<file path="src/rtl/hmr_pkg.sv">
// Package with constants, types and helpers for the HID message reassembler.
package hmr_pkg;

    localparam int PACKET_BYTES_DEF = 64;
    localparam logic [31:0] BROADCAST_CH = 32'hFFFF_FFFF;
    localparam logic [6:0] CMD_INIT = 7'h06;
    localparam logic [15:0] FRAME_TIMEOUT_RST = 16'd500;
    localparam logic [12:0] MAX_LEN_RST = 13'd1024;

    typedef enum logic [1:0] {
        MODE_HEADER  = 2'd0,
        MODE_PAYLOAD = 2'd1,
        MODE_NONCE   = 2'd2,
        MODE_DISCARD = 2'd3
    } mode_t;

    typedef enum logic [1:0] {
        KIND_PAYLOAD  = 2'd0,
        KIND_COMPLETE = 2'd1,
        KIND_ERROR    = 2'd2,
        KIND_INIT     = 2'd3
    } kind_t;

    localparam logic [6:0] ERR_CHANNEL = 7'd0;
    localparam logic [6:0] ERR_BUSY    = 7'd1;
    localparam logic [6:0] ERR_SEQ     = 7'd2;
    localparam logic [6:0] ERR_LEN     = 7'd3;
    localparam logic [6:0] ERR_TIMEOUT = 7'd4;

    localparam logic REG_TIMEOUT = 1'b0;
    localparam logic REG_MAXLEN  = 1'b1;

    typedef struct packed {
        logic        op;
        logic [7:0]  data;
    } in_item_t;

    typedef struct packed {
        logic [1:0]  kind;
        logic [31:0] channel;
        logic [6:0]  value;
        logic [12:0] length;
        logic [63:0] nonce;
        logic [31:0] new_channel;
        logic        last;
    } out_item_t;

    typedef struct packed {
        logic [0:0]  index;
        logic [15:0] data;
    } cfg_item_t;

    function automatic out_item_t mk_ev(logic [1:0] k, logic [31:0] ch, logic [6:0] v,
                                        logic [12:0] len, logic [63:0] nc, logic [31:0] nch);
        out_item_t r;
        r.kind = k;
        r.channel = ch;
        r.value = v;
        r.length = len;
        r.nonce = nc;
        r.new_channel = nch;
        r.last = 1'b0;
        return r;
    endfunction

endpackage

</file>
<file path="src/rtl/hmr_stream_if.sv">
// Valid/ready stream interfaces for items, results and configuration writes.
interface hmr_in_if;
    import hmr_pkg::*;
    logic valid;
    logic ready;
    in_item_t payload;
    modport source (output valid, output payload, input ready);
    modport sink (input valid, input payload, output ready);
endinterface

interface hmr_out_if;
    import hmr_pkg::*;
    logic valid;
    logic ready;
    out_item_t payload;
    modport source (output valid, output payload, input ready);
    modport sink (input valid, input payload, output ready);
endinterface

interface hmr_cfg_if;
    import hmr_pkg::*;
    logic valid;
    logic ready;
    cfg_item_t payload;
    modport source (output valid, output payload, input ready);
    modport sink (input valid, input payload, output ready);
endinterface

</file>
<file path="src/rtl/hid_message_reassembler.sv">
// Top level of the HID message reassembler.
// Each accepted beat is decoded combinationally; its results (at most two) are
// registered into an output queue and appear there in the cycle after the beat.
// Throughput is one beat per cycle while the queue drains one result per cycle;
// a beat that makes two results fills the queue, which stalls input while it is full.
// Reset is asynchronous, active low, and restores all transport state and registers.
module hid_message_reassembler
    import hmr_pkg::*;
#(
    parameter int PACKET_BYTES = PACKET_BYTES_DEF
)
(
    input  logic clk,
    input  logic rst_n,
    hmr_in_if.sink   in_ch,
    hmr_out_if.source out_ch,
    hmr_cfg_if.sink  cfg
);
    localparam int PW = $clog2(PACKET_BYTES);
    localparam logic [PW-1:0] LAST_POS = PW'(PACKET_BYTES - 1);

    logic [15:0] timeout_reg;
    logic [12:0] maxlen_reg;
    logic [PW-1:0] pos_reg, pos_next;
    logic [55:0] hdr_reg, hdr_next;
    mode_t mode_reg, mode_next;
    logic [31:0] ach_reg, ach_next;
    logic [6:0] acmd_reg, acmd_next;
    logic [15:0] exp_reg, exp_next;
    logic [15:0] rcv_reg, rcv_next;
    logic [6:0] seq_reg, seq_next;
    logic ovf_reg, ovf_next;
    logic [15:0] ms_reg, ms_next;
    logic [31:0] free_reg, free_next;
    logic [63:0] nonce_reg, nonce_next;

    // Two-entry result queue.
    out_item_t q_reg [2];
    logic [1:0] cnt_reg;
    out_item_t ev0, ev1;
    logic [1:0] nev;

    logic acc;
    assign cfg.ready = 1'b1;
    assign in_ch.ready = (cnt_reg == 2'd0) || (cnt_reg == 2'd1 && out_ch.ready);
    assign acc = in_ch.valid && in_ch.ready;
    assign out_ch.valid = (cnt_reg != 2'd0);
    assign out_ch.payload = q_reg[0];

    always_comb
    begin
        logic [7:0] d;
        logic [31:0] ch;
        logic [6:0] cmd;
        logic [15:0] len;
        logic [2:0] k;
        logic [31:0] fi;
        logic [15:0] rinc;
        out_item_t e [2];
        logic [1:0] n;
        d = in_ch.payload.data;
        pos_next = pos_reg;
        hdr_next = hdr_reg;
        mode_next = mode_reg;
        ach_next = ach_reg;
        acmd_next = acmd_reg;
        exp_next = exp_reg;
        rcv_next = rcv_reg;
        seq_next = seq_reg;
        ovf_next = ovf_reg;
        ms_next = ms_reg;
        free_next = free_reg;
        nonce_next = nonce_reg;
        e[0] = '0;
        e[1] = '0;
        n = 2'd0;
        ch = '0;
        cmd = '0;
        len = '0;
        k = '0;
        fi = '0;
        rinc = '0;
        if (in_ch.payload.op)
        begin
            if (ach_reg != '0 && rcv_reg < exp_reg)
            begin
                if (ms_reg != 16'hFFFF)
                    ms_next = ms_reg + 16'd1;
                if (ms_next > timeout_reg)
                begin
                    ach_next = '0; acmd_next = '0; exp_next = '0; rcv_next = '0;
                    seq_next = '0; ovf_next = 1'b0;
                    if (mode_reg == MODE_PAYLOAD)
                        mode_next = MODE_DISCARD;
                    e[0] = mk_ev(KIND_ERROR, ach_reg, ERR_TIMEOUT, '0, '0, '0);
                    n = 2'd1;
                end
            end
        end
        else
        begin
            unique case (mode_reg)
                MODE_HEADER:
                begin
                    hdr_next = {hdr_reg[47:0], d};
                    if (pos_reg == PW'(4))
                    begin
                        ch = hdr_next[39:8];
                        if (ch == '0)
                            mode_next = MODE_DISCARD;
                        else if (!d[7])
                        begin
                            mode_next = MODE_DISCARD;
                            if (ach_reg == '0 || ch != ach_reg)
                            begin
                                e[0] = mk_ev(KIND_ERROR, ch, ERR_CHANNEL, '0, '0, '0);
                                n = 2'd1;
                            end
                            else if ({1'b0, d[6:0]} != {1'b0, seq_reg})
                            begin
                                ach_next = '0; acmd_next = '0; exp_next = '0;
                                rcv_next = '0; seq_next = '0; ovf_next = 1'b0;
                                e[0] = mk_ev(KIND_ERROR, ch, ERR_SEQ, '0, '0, '0);
                                n = 2'd1;
                            end
                            else
                            begin
                                seq_next = seq_reg + 7'd1;
                                ms_next = '0;
                                mode_next = MODE_PAYLOAD;
                            end
                        end
                    end
                    else if (pos_reg == PW'(6))
                    begin
                        ch = hdr_next[55:24];
                        cmd = hdr_next[22:16];
                        len = hdr_next[15:0];
                        mode_next = MODE_DISCARD;
                        if (cmd == CMD_INIT)
                        begin
                            if (len != 16'd8)
                            begin
                                e[0] = mk_ev(KIND_ERROR, ch, ERR_LEN, '0, '0, '0);
                                n = 2'd1;
                            end
                            else
                            begin
                                nonce_next = '0;
                                mode_next = MODE_NONCE;
                            end
                        end
                        else if (ch == BROADCAST_CH)
                        begin
                            e[0] = mk_ev(KIND_ERROR, ch, ERR_CHANNEL, '0, '0, '0);
                            n = 2'd1;
                        end
                        else if (ach_reg != '0 && ch != ach_reg)
                        begin
                            e[0] = mk_ev(KIND_ERROR, ch, ERR_BUSY, '0, '0, '0);
                            n = 2'd1;
                        end
                        else
                        begin
                            ach_next = ch; acmd_next = cmd; exp_next = len;
                            rcv_next = '0; seq_next = '0;
                            ovf_next = len > {3'b0, maxlen_reg};
                            ms_next = '0;
                            if (len == '0)
                            begin
                                if (ovf_next)
                                    e[0] = mk_ev(KIND_ERROR, ch, ERR_LEN, '0, '0, '0);
                                else
                                    e[0] = mk_ev(KIND_COMPLETE, ch, cmd, '0, '0, '0);
                                n = 2'd1;
                                ach_next = '0; acmd_next = '0; exp_next = '0;
                                ovf_next = 1'b0;
                            end
                            else
                                mode_next = MODE_PAYLOAD;
                        end
                    end
                end
                MODE_NONCE:
                begin
                    k = 3'(pos_reg - PW'(7));
                    nonce_next = nonce_reg | ({56'b0, d} << (6'd56 - {k, 3'b0}));
                    if (pos_reg == PW'(14) || pos_reg == LAST_POS)
                    begin
                        ch = hdr_reg[55:24];
                        if (ch == BROADCAST_CH)
                        begin
                            fi = free_reg + 32'd1;
                            free_next = (fi == BROADCAST_CH || fi == '0) ? 32'd1 : fi;
                            e[0] = mk_ev(KIND_INIT, ch, '0, '0, nonce_next, free_reg);
                        end
                        else
                        begin
                            if (ch == ach_reg)
                            begin
                                ach_next = '0; acmd_next = '0; exp_next = '0;
                                rcv_next = '0; seq_next = '0; ovf_next = 1'b0;
                            end
                            e[0] = mk_ev(KIND_INIT, ch, '0, '0, nonce_next, ch);
                        end
                        n = 2'd1;
                        mode_next = MODE_DISCARD;
                    end
                end
                MODE_PAYLOAD:
                begin
                    if (ach_reg != '0 && rcv_reg < exp_reg)
                    begin
                        rinc = rcv_reg + 16'd1;
                        rcv_next = rinc;
                        if (!ovf_reg)
                        begin
                            e[0] = mk_ev(KIND_PAYLOAD, ach_reg, d[6:0], {5'b0, d}, '0, '0);
                            n = 2'd1;
                        end
                        if (rinc >= exp_reg)
                        begin
                            if (ovf_reg)
                                e[n[0]] = mk_ev(KIND_ERROR, ach_reg, ERR_LEN, '0, '0, '0);
                            else
                                e[n[0]] = mk_ev(KIND_COMPLETE, ach_reg, acmd_reg,
                                                rinc[12:0], '0, '0);
                            n = n + 2'd1;
                            ach_next = '0; acmd_next = '0; exp_next = '0; rcv_next = '0;
                            seq_next = '0; ovf_next = 1'b0;
                            mode_next = MODE_DISCARD;
                        end
                    end
                end
                default:
                begin
                end
            endcase
            if (pos_reg >= LAST_POS)
            begin
                pos_next = '0;
                mode_next = MODE_HEADER;
                hdr_next = '0;
            end
            else
                pos_next = pos_reg + PW'(1);
        end
        if (n == 2'd2)
            e[1].last = 1'b1;
        else
            e[0].last = 1'b1;
        ev0 = e[0];
        ev1 = e[1];
        nev = n;
    end

    always_ff @(posedge clk or negedge rst_n)
    begin
        if (!rst_n)
        begin
            timeout_reg <= FRAME_TIMEOUT_RST;
            maxlen_reg <= MAX_LEN_RST;
            pos_reg <= '0;
            hdr_reg <= '0;
            mode_reg <= MODE_HEADER;
            ach_reg <= '0;
            acmd_reg <= '0;
            exp_reg <= '0;
            rcv_reg <= '0;
            seq_reg <= '0;
            ovf_reg <= 1'b0;
            ms_reg <= '0;
            free_reg <= 32'd1;
            nonce_reg <= '0;
            cnt_reg <= '0;
        end
        else
        begin
            if (cfg.valid)
            begin
                unique case (cfg.payload.index)
                    REG_TIMEOUT: timeout_reg <= cfg.payload.data;
                    REG_MAXLEN:  maxlen_reg <= cfg.payload.data[12:0];
                    default: ;
                endcase
            end
            if (acc)
            begin
                pos_reg <= pos_next;
                hdr_reg <= hdr_next;
                mode_reg <= mode_next;
                ach_reg <= ach_next;
                acmd_reg <= acmd_next;
                exp_reg <= exp_next;
                rcv_reg <= rcv_next;
                seq_reg <= seq_next;
                ovf_reg <= ovf_next;
                ms_reg <= ms_next;
                free_reg <= free_next;
                nonce_reg <= nonce_next;
            end
            cnt_reg <= cnt_reg - ((out_ch.valid && out_ch.ready) ? 2'd1 : 2'd0)
                       + (acc ? nev : 2'd0);
        end
    end

    // Queue payload: entry 0 is the head.
    always_ff @(posedge clk)
    begin
        logic [1:0] base;
        base = cnt_reg - ((out_ch.valid && out_ch.ready) ? 2'd1 : 2'd0);
        if (acc && nev != 2'd0 && base == 2'd0)
        begin
            q_reg[0] <= ev0;
            q_reg[1] <= ev1;
        end
        else
        begin
            if (out_ch.valid && out_ch.ready)
                q_reg[0] <= q_reg[1];
            if (acc && nev != 2'd0)
                q_reg[1] <= ev0;
        end
    end

    a_cnt_bound: assert property (@(posedge clk) disable iff (!rst_n) cnt_reg <= 2'd2)
        else $error("result queue overfilled");
    a_ready_room: assert property (@(posedge clk) disable iff (!rst_n)
        cnt_reg == 2'd2 |-> !in_ch.ready)
        else $error("input accepted with full queue");
    a_pos_range: assert property (@(posedge clk) disable iff (!rst_n) pos_reg <= LAST_POS)
        else $error("byte position out of range");
    a_idle_clean: assert property (@(posedge clk) disable iff (!rst_n)
        ach_reg == '0 |-> (!ovf_reg && exp_reg == '0))
        else $error("stale message state while idle");

endmodule
</file>
<file path="src/flat_wrapper.sv">
// flat-port wrapper written by rule: the top's interface ports become plain ports
module hid_message_reassembler_flat import hmr_pkg::*;
#(
    parameter int PACKET_BYTES = PACKET_BYTES_DEF
)
  (clk, rst_n, in_ch_valid, in_ch_payload, in_ch_ready, out_ch_valid, out_ch_payload, out_ch_ready, cfg_valid, cfg_payload, cfg_ready);
  hmr_in_if in_ch_i ();
  hmr_out_if out_ch_i ();
  hmr_cfg_if cfg_i ();
  input  logic clk;
  input  logic rst_n;
  input wire logic [$bits(in_ch_i.valid)-1:0] in_ch_valid;
  input wire logic [$bits(in_ch_i.payload)-1:0] in_ch_payload;
  output wire logic [$bits(in_ch_i.ready)-1:0] in_ch_ready;
  output wire logic [$bits(out_ch_i.valid)-1:0] out_ch_valid;
  output wire logic [$bits(out_ch_i.payload)-1:0] out_ch_payload;
  input wire logic [$bits(out_ch_i.ready)-1:0] out_ch_ready;
  input wire logic [$bits(cfg_i.valid)-1:0] cfg_valid;
  input wire logic [$bits(cfg_i.payload)-1:0] cfg_payload;
  output wire logic [$bits(cfg_i.ready)-1:0] cfg_ready;
  assign in_ch_i.valid = in_ch_valid;
  assign in_ch_i.payload = in_ch_payload;
  assign in_ch_ready = in_ch_i.ready;
  assign out_ch_valid = out_ch_i.valid;
  assign out_ch_payload = out_ch_i.payload;
  assign out_ch_i.ready = out_ch_ready;
  assign cfg_i.valid = cfg_valid;
  assign cfg_i.payload = cfg_payload;
  assign cfg_ready = cfg_i.ready;
  hid_message_reassembler #(.PACKET_BYTES(PACKET_BYTES)) u_core (.clk(clk), .rst_n(rst_n), .in_ch(in_ch_i), .out_ch(out_ch_i), .cfg(cfg_i));
endmodule
</file>
<file path="config.mk">
export PLATFORM = sky130hd
export DESIGN_NAME = hid_message_reassembler_flat
export DESIGN_NICKNAME = d
export VERILOG_FILES = /design/src/rtl/hmr_pkg.sv /design/src/rtl/hmr_stream_if.sv /design/src/rtl/hid_message_reassembler.sv /design/src/flat_wrapper.sv
export SDC_FILE = /design/constraint.sdc
export NUM_CORES = 1
export LEC_CHECK = 0
export BUFFER_PORTS_ARGS = -buffer_cell sky130_fd_sc_hd__buf_2
export CORE_ASPECT_RATIO = 0.5
export CORE_MARGIN = 2
export CORE_UTILIZATION = 35
export CTS_BUF_LIST = sky130_fd_sc_hd__clkbuf_8
export DETAILED_ROUTE_END_ITERATION = 10
export PLACE_DENSITY_LB_ADDON = 0.1
export SLEW_MARGIN = 20
export SYNTH_ARGS = -nofsm -noshare
export SYNTH_HDL_FRONTEND = slang
export SYNTH_SLANG_ARGS = --single-unit
export TNS_END_PERCENT = 5
</file>
<file path="constraint.sdc">
create_clock -name clk -period 18.2 [get_ports clk]
set_input_delay 0.91 -clock clk [delete_from_list [all_inputs] [get_ports clk]]
set_output_delay 0.91 -clock clk [all_outputs]
set_load 0.005 [all_outputs]
</file>
==> flow_summary.yaml <==
run_status:
  status: "finished clean"
global_route:
  use_met2_pct: 32.0
  gr-usage-met1_pct: 31.3
  antenna_found_initial: 8
  grt_pass1_wl_mm: 151
  overflow: 0
  grt_pass1_vias: 22700
  grtUsageTotal_pct: 21.5
  gr-max-usage-layer: "met2"
  grt_max_degree: 194
  grt_use_met3_pct: 4.86
logic_synthesis:
  async_flop_share_pct: 48.6
  netlist_area_um2: 31800
  syn_area_per_cell_um2: 10.1
  synth-edff-count: 302
  syn_inst: 3163
  synth_seq_cells: 588
  synthFlopType: "edfxtp_1"
  yosys.cell_types.count: 77
  synth_nets: 3271
  synth-seq-area-share_pct: 51.1
  yosys_warnings: 0
layout:
  syn_to_final_growth_pct: 7.88
  multi_input_area_um2: 13100
  drive_gt1_share_pct: 16.1
  seq_area_um2: 16200
  n_fill_cell: 9015
  final_common_cell: "edfxtp_1"
  fin_util_pct: 38.0
  layout_common_cells: "edfxtp_1, nand2_1, dfrtp_1, nor2_1, a21oi_1"
  final_cells: 4339
  nets: 3165
  design_area_um2: 34300
  largest_reg_flops: 302
critical_path:
  worst_path_max_delay_cell: "buf_4"
  cp_slowest_stage_delay_ps: 780
  worstPathArrival_ps: 7880
  path_common_cell: "ha_1"
  path_cells: "ha_1 -> and3_1 -> nand3_1 -> nor2_1 -> xnor2_1 -> inv_1 -> ha_1 -> a21o_1 -> a211o_1 -> or4_1 -> a21oi_1 -> inv_1 -> ha_1 -> nor2b_1 -> o21ai_0 -> nor4_1 -> nand2_1 -> a31oi_4 -> nand3_1 -> nand2_4 -> buf_4 -> buf_4"
  critical_path_class: "flop to flop"
  crit_path_end_kind: "flop"
  crit_fanout: 58
  required_ps: 18610
  critPathLaunchType: "flop"
power_and_ir_drop:
  peakVddDrop_mv: 0.0741
  total_leakage_power_nw: 13.8
  p_per_area_nw_per_um2: 109
  power_mw: 3.75
detailed_routing:
  vias: 23200
  drc: 0
  viasPerCell: 5.35
  antenna_left: 0
  dr.pass1.iters: 5
  wl_mm: 101
  post_drt_wl_per_cell_um: 23.2
  first_iter_violations: 2118
sta:
  setup_viol: 0
  worst_slack_ps: 10730
  grt_setup_unrepaired: "false"
  slew_headroom_pct: 24.3
  worst_pin_slew_ps: 1140
  hold_ws_ps: 83.9
  post-route-period-util_pct: 41.0
  finalHoldViolations: 0
  fmax_mhz: 134
  post-route-min-period_ps: 7470
  skew_ps: 42.8
  slew_violations: 0
  setup_tns_ps: 0
floorplan:
  rows: 78
  io_pins: 185
  die_h_um: 217
  die_w_um: 430
  start_util_pct: 35.2
  coreArea_um2: 90300
  dieArea_um2: 93400
cts:
  cts_hold_buf: 0
  numCtsBuffers: 94
  htree_levels: 3
  post-cts-setup-buffers: 0
  worst_skew_pair.late_latency_ps: 800
  clk_pin_slew_ps: 80
  cts-root-buf: "clkbuf_8"
  cts_tree: "yes"
  cts_resized: 0
  cts_sinks: 588
  clock_path_buffers: 3
hold_path:
  hold_path.class: "primary input to async pin"
placed_design:
  dp_hpwl_mm: 64.5
  pre_cts_ws_ps: 10730
  postPlaceCellArea_um2: 32500
  portBuffers: 183
  place.gp.congestion: 0.939
  dpl.cell_count: 4160
job:
  maxCapViolCount: 0
## report_power, final
group / internal (mW) / switching [mW] / leakage, nW
registers: 1.60 / 0.0785 / 6.40
logic: 0.329 / 0.607 / 6.37
clock network: 0.550 / 0.588 / 1.06
total: 2.47 / 1.27 / 13.8
## cell families after synthesis
logic type | count (synthesis) | share of synthesized area [%]
buffers and inverters | 518 | 8.30
multiplexers | 120 | 4.22
XOR/XNOR | 144 | 3.97
flip-flops | 588 | 51.1
adder cells (fa/ha/maj) | 77 | 3.03
AND/OR/NAND/NOR | 974 | 14.5
AO/OA/AOI/OAI | 741 | 14.9
other | 1 | 0.0118
## path summary, 6_finish.rpt
kind / end / slack [ps] / depth (start not counted) / startpoint
hold reg to reg: u_core.acmd_reg[1] / 480 / 2 / u_core.acmd_reg[1]
hold / removal: u_core.nonce_reg[16] / 80 / 1 / rst_n
max in group asynchronous: u_core.ms_reg[5] / 15810 / 3 / rst_n
setup / recovery: u_core.q_reg[0][17] / 10730 / 22 / u_core.rcv_reg[0]
min in group clk: u_core.timeout_reg[14] / 350 / 3 / cfg_payload[14]
setup reg to reg: u_core.q_reg[0][17] / 10730 / 22 / u_core.rcv_reg[0]
## metal layers
| metal | share of wire (%) | up-vias | wire, um |
|---|---|---|---|
| li1 | - | 11000 | - |
| met4 | 2.1 | 0 | 2120 |
| met3 | 6.7 | 146 | 6750 |
| met1 | 48 | 11400 | 48000 |
| met2 | 44 | 657 | 43900 |
| met5 | 0 | - | 0 |
## cells in the mapped netlist, types with 13 or more instances
library cell | n | area (um2)
a22o_1 | 64 | 561
clkbuf_1 | 219 | 822
dfrtp_1 | 278 | 6960
a21o_1 | 42 | 315
nand2_1 | 280 | 1050
inv_1 | 84 | 315
mux2_2 | 112 | 1260
a22oi_1 | 35 | 263
ha_1 | 77 | 963
edfxtp_1 | 302 | 9070
xnor2_1 | 88 | 771
o211a_1 | 30 | 300
nor2_1 | 242 | 908
nand3_1 | 86 | 430
and2_1 | 15 | 93.8
nand2b_1 | 13 | 81.3
or3_1 | 16 | 100
o21ai_0 | 182 | 911
buf_4 | 168 | 1260
nor2b_1 | 50 | 313
nor4_1 | 42 | 263
a31oi_1 | 41 | 257
a21oi_1 | 226 | 1130
and3_1 | 28 | 175
o31ai_1 | 19 | 143
xor2_1 | 56 | 490
a2bb2oi_1 | 32 | 280
nor3_1 | 107 | 536
buf_2 | 32 | 160
nand4_1 | 65 | 407
## critical path: cells and delay by family (launching register included)
kind / cells / cell delay [ps]
fa+ha+maj: 3 / 890
simple gates: 9 / 2720
xor+xnor: 1 / 180
compound gates: 5 / 1050
buf+inv: 4 / 1640
flops: 1 / 450
## final cells by class
| class | instances | share of cell area [%] |
|---|---|---|
| antenna | 1 | 0.00730 |
| timing repair buffer | 231 | 3.95 |
| multi-input combinational | 2057 | 38.2 |
| sequential | 588 | 47.3 |
| inverter | 85 | 0.930 |
| clock buffer | 99 | 3.97 |
| tap | 1200 | 4.38 |
| clock inverter | 78 | 1.25 |
Power figures use the tool's default switching activity.
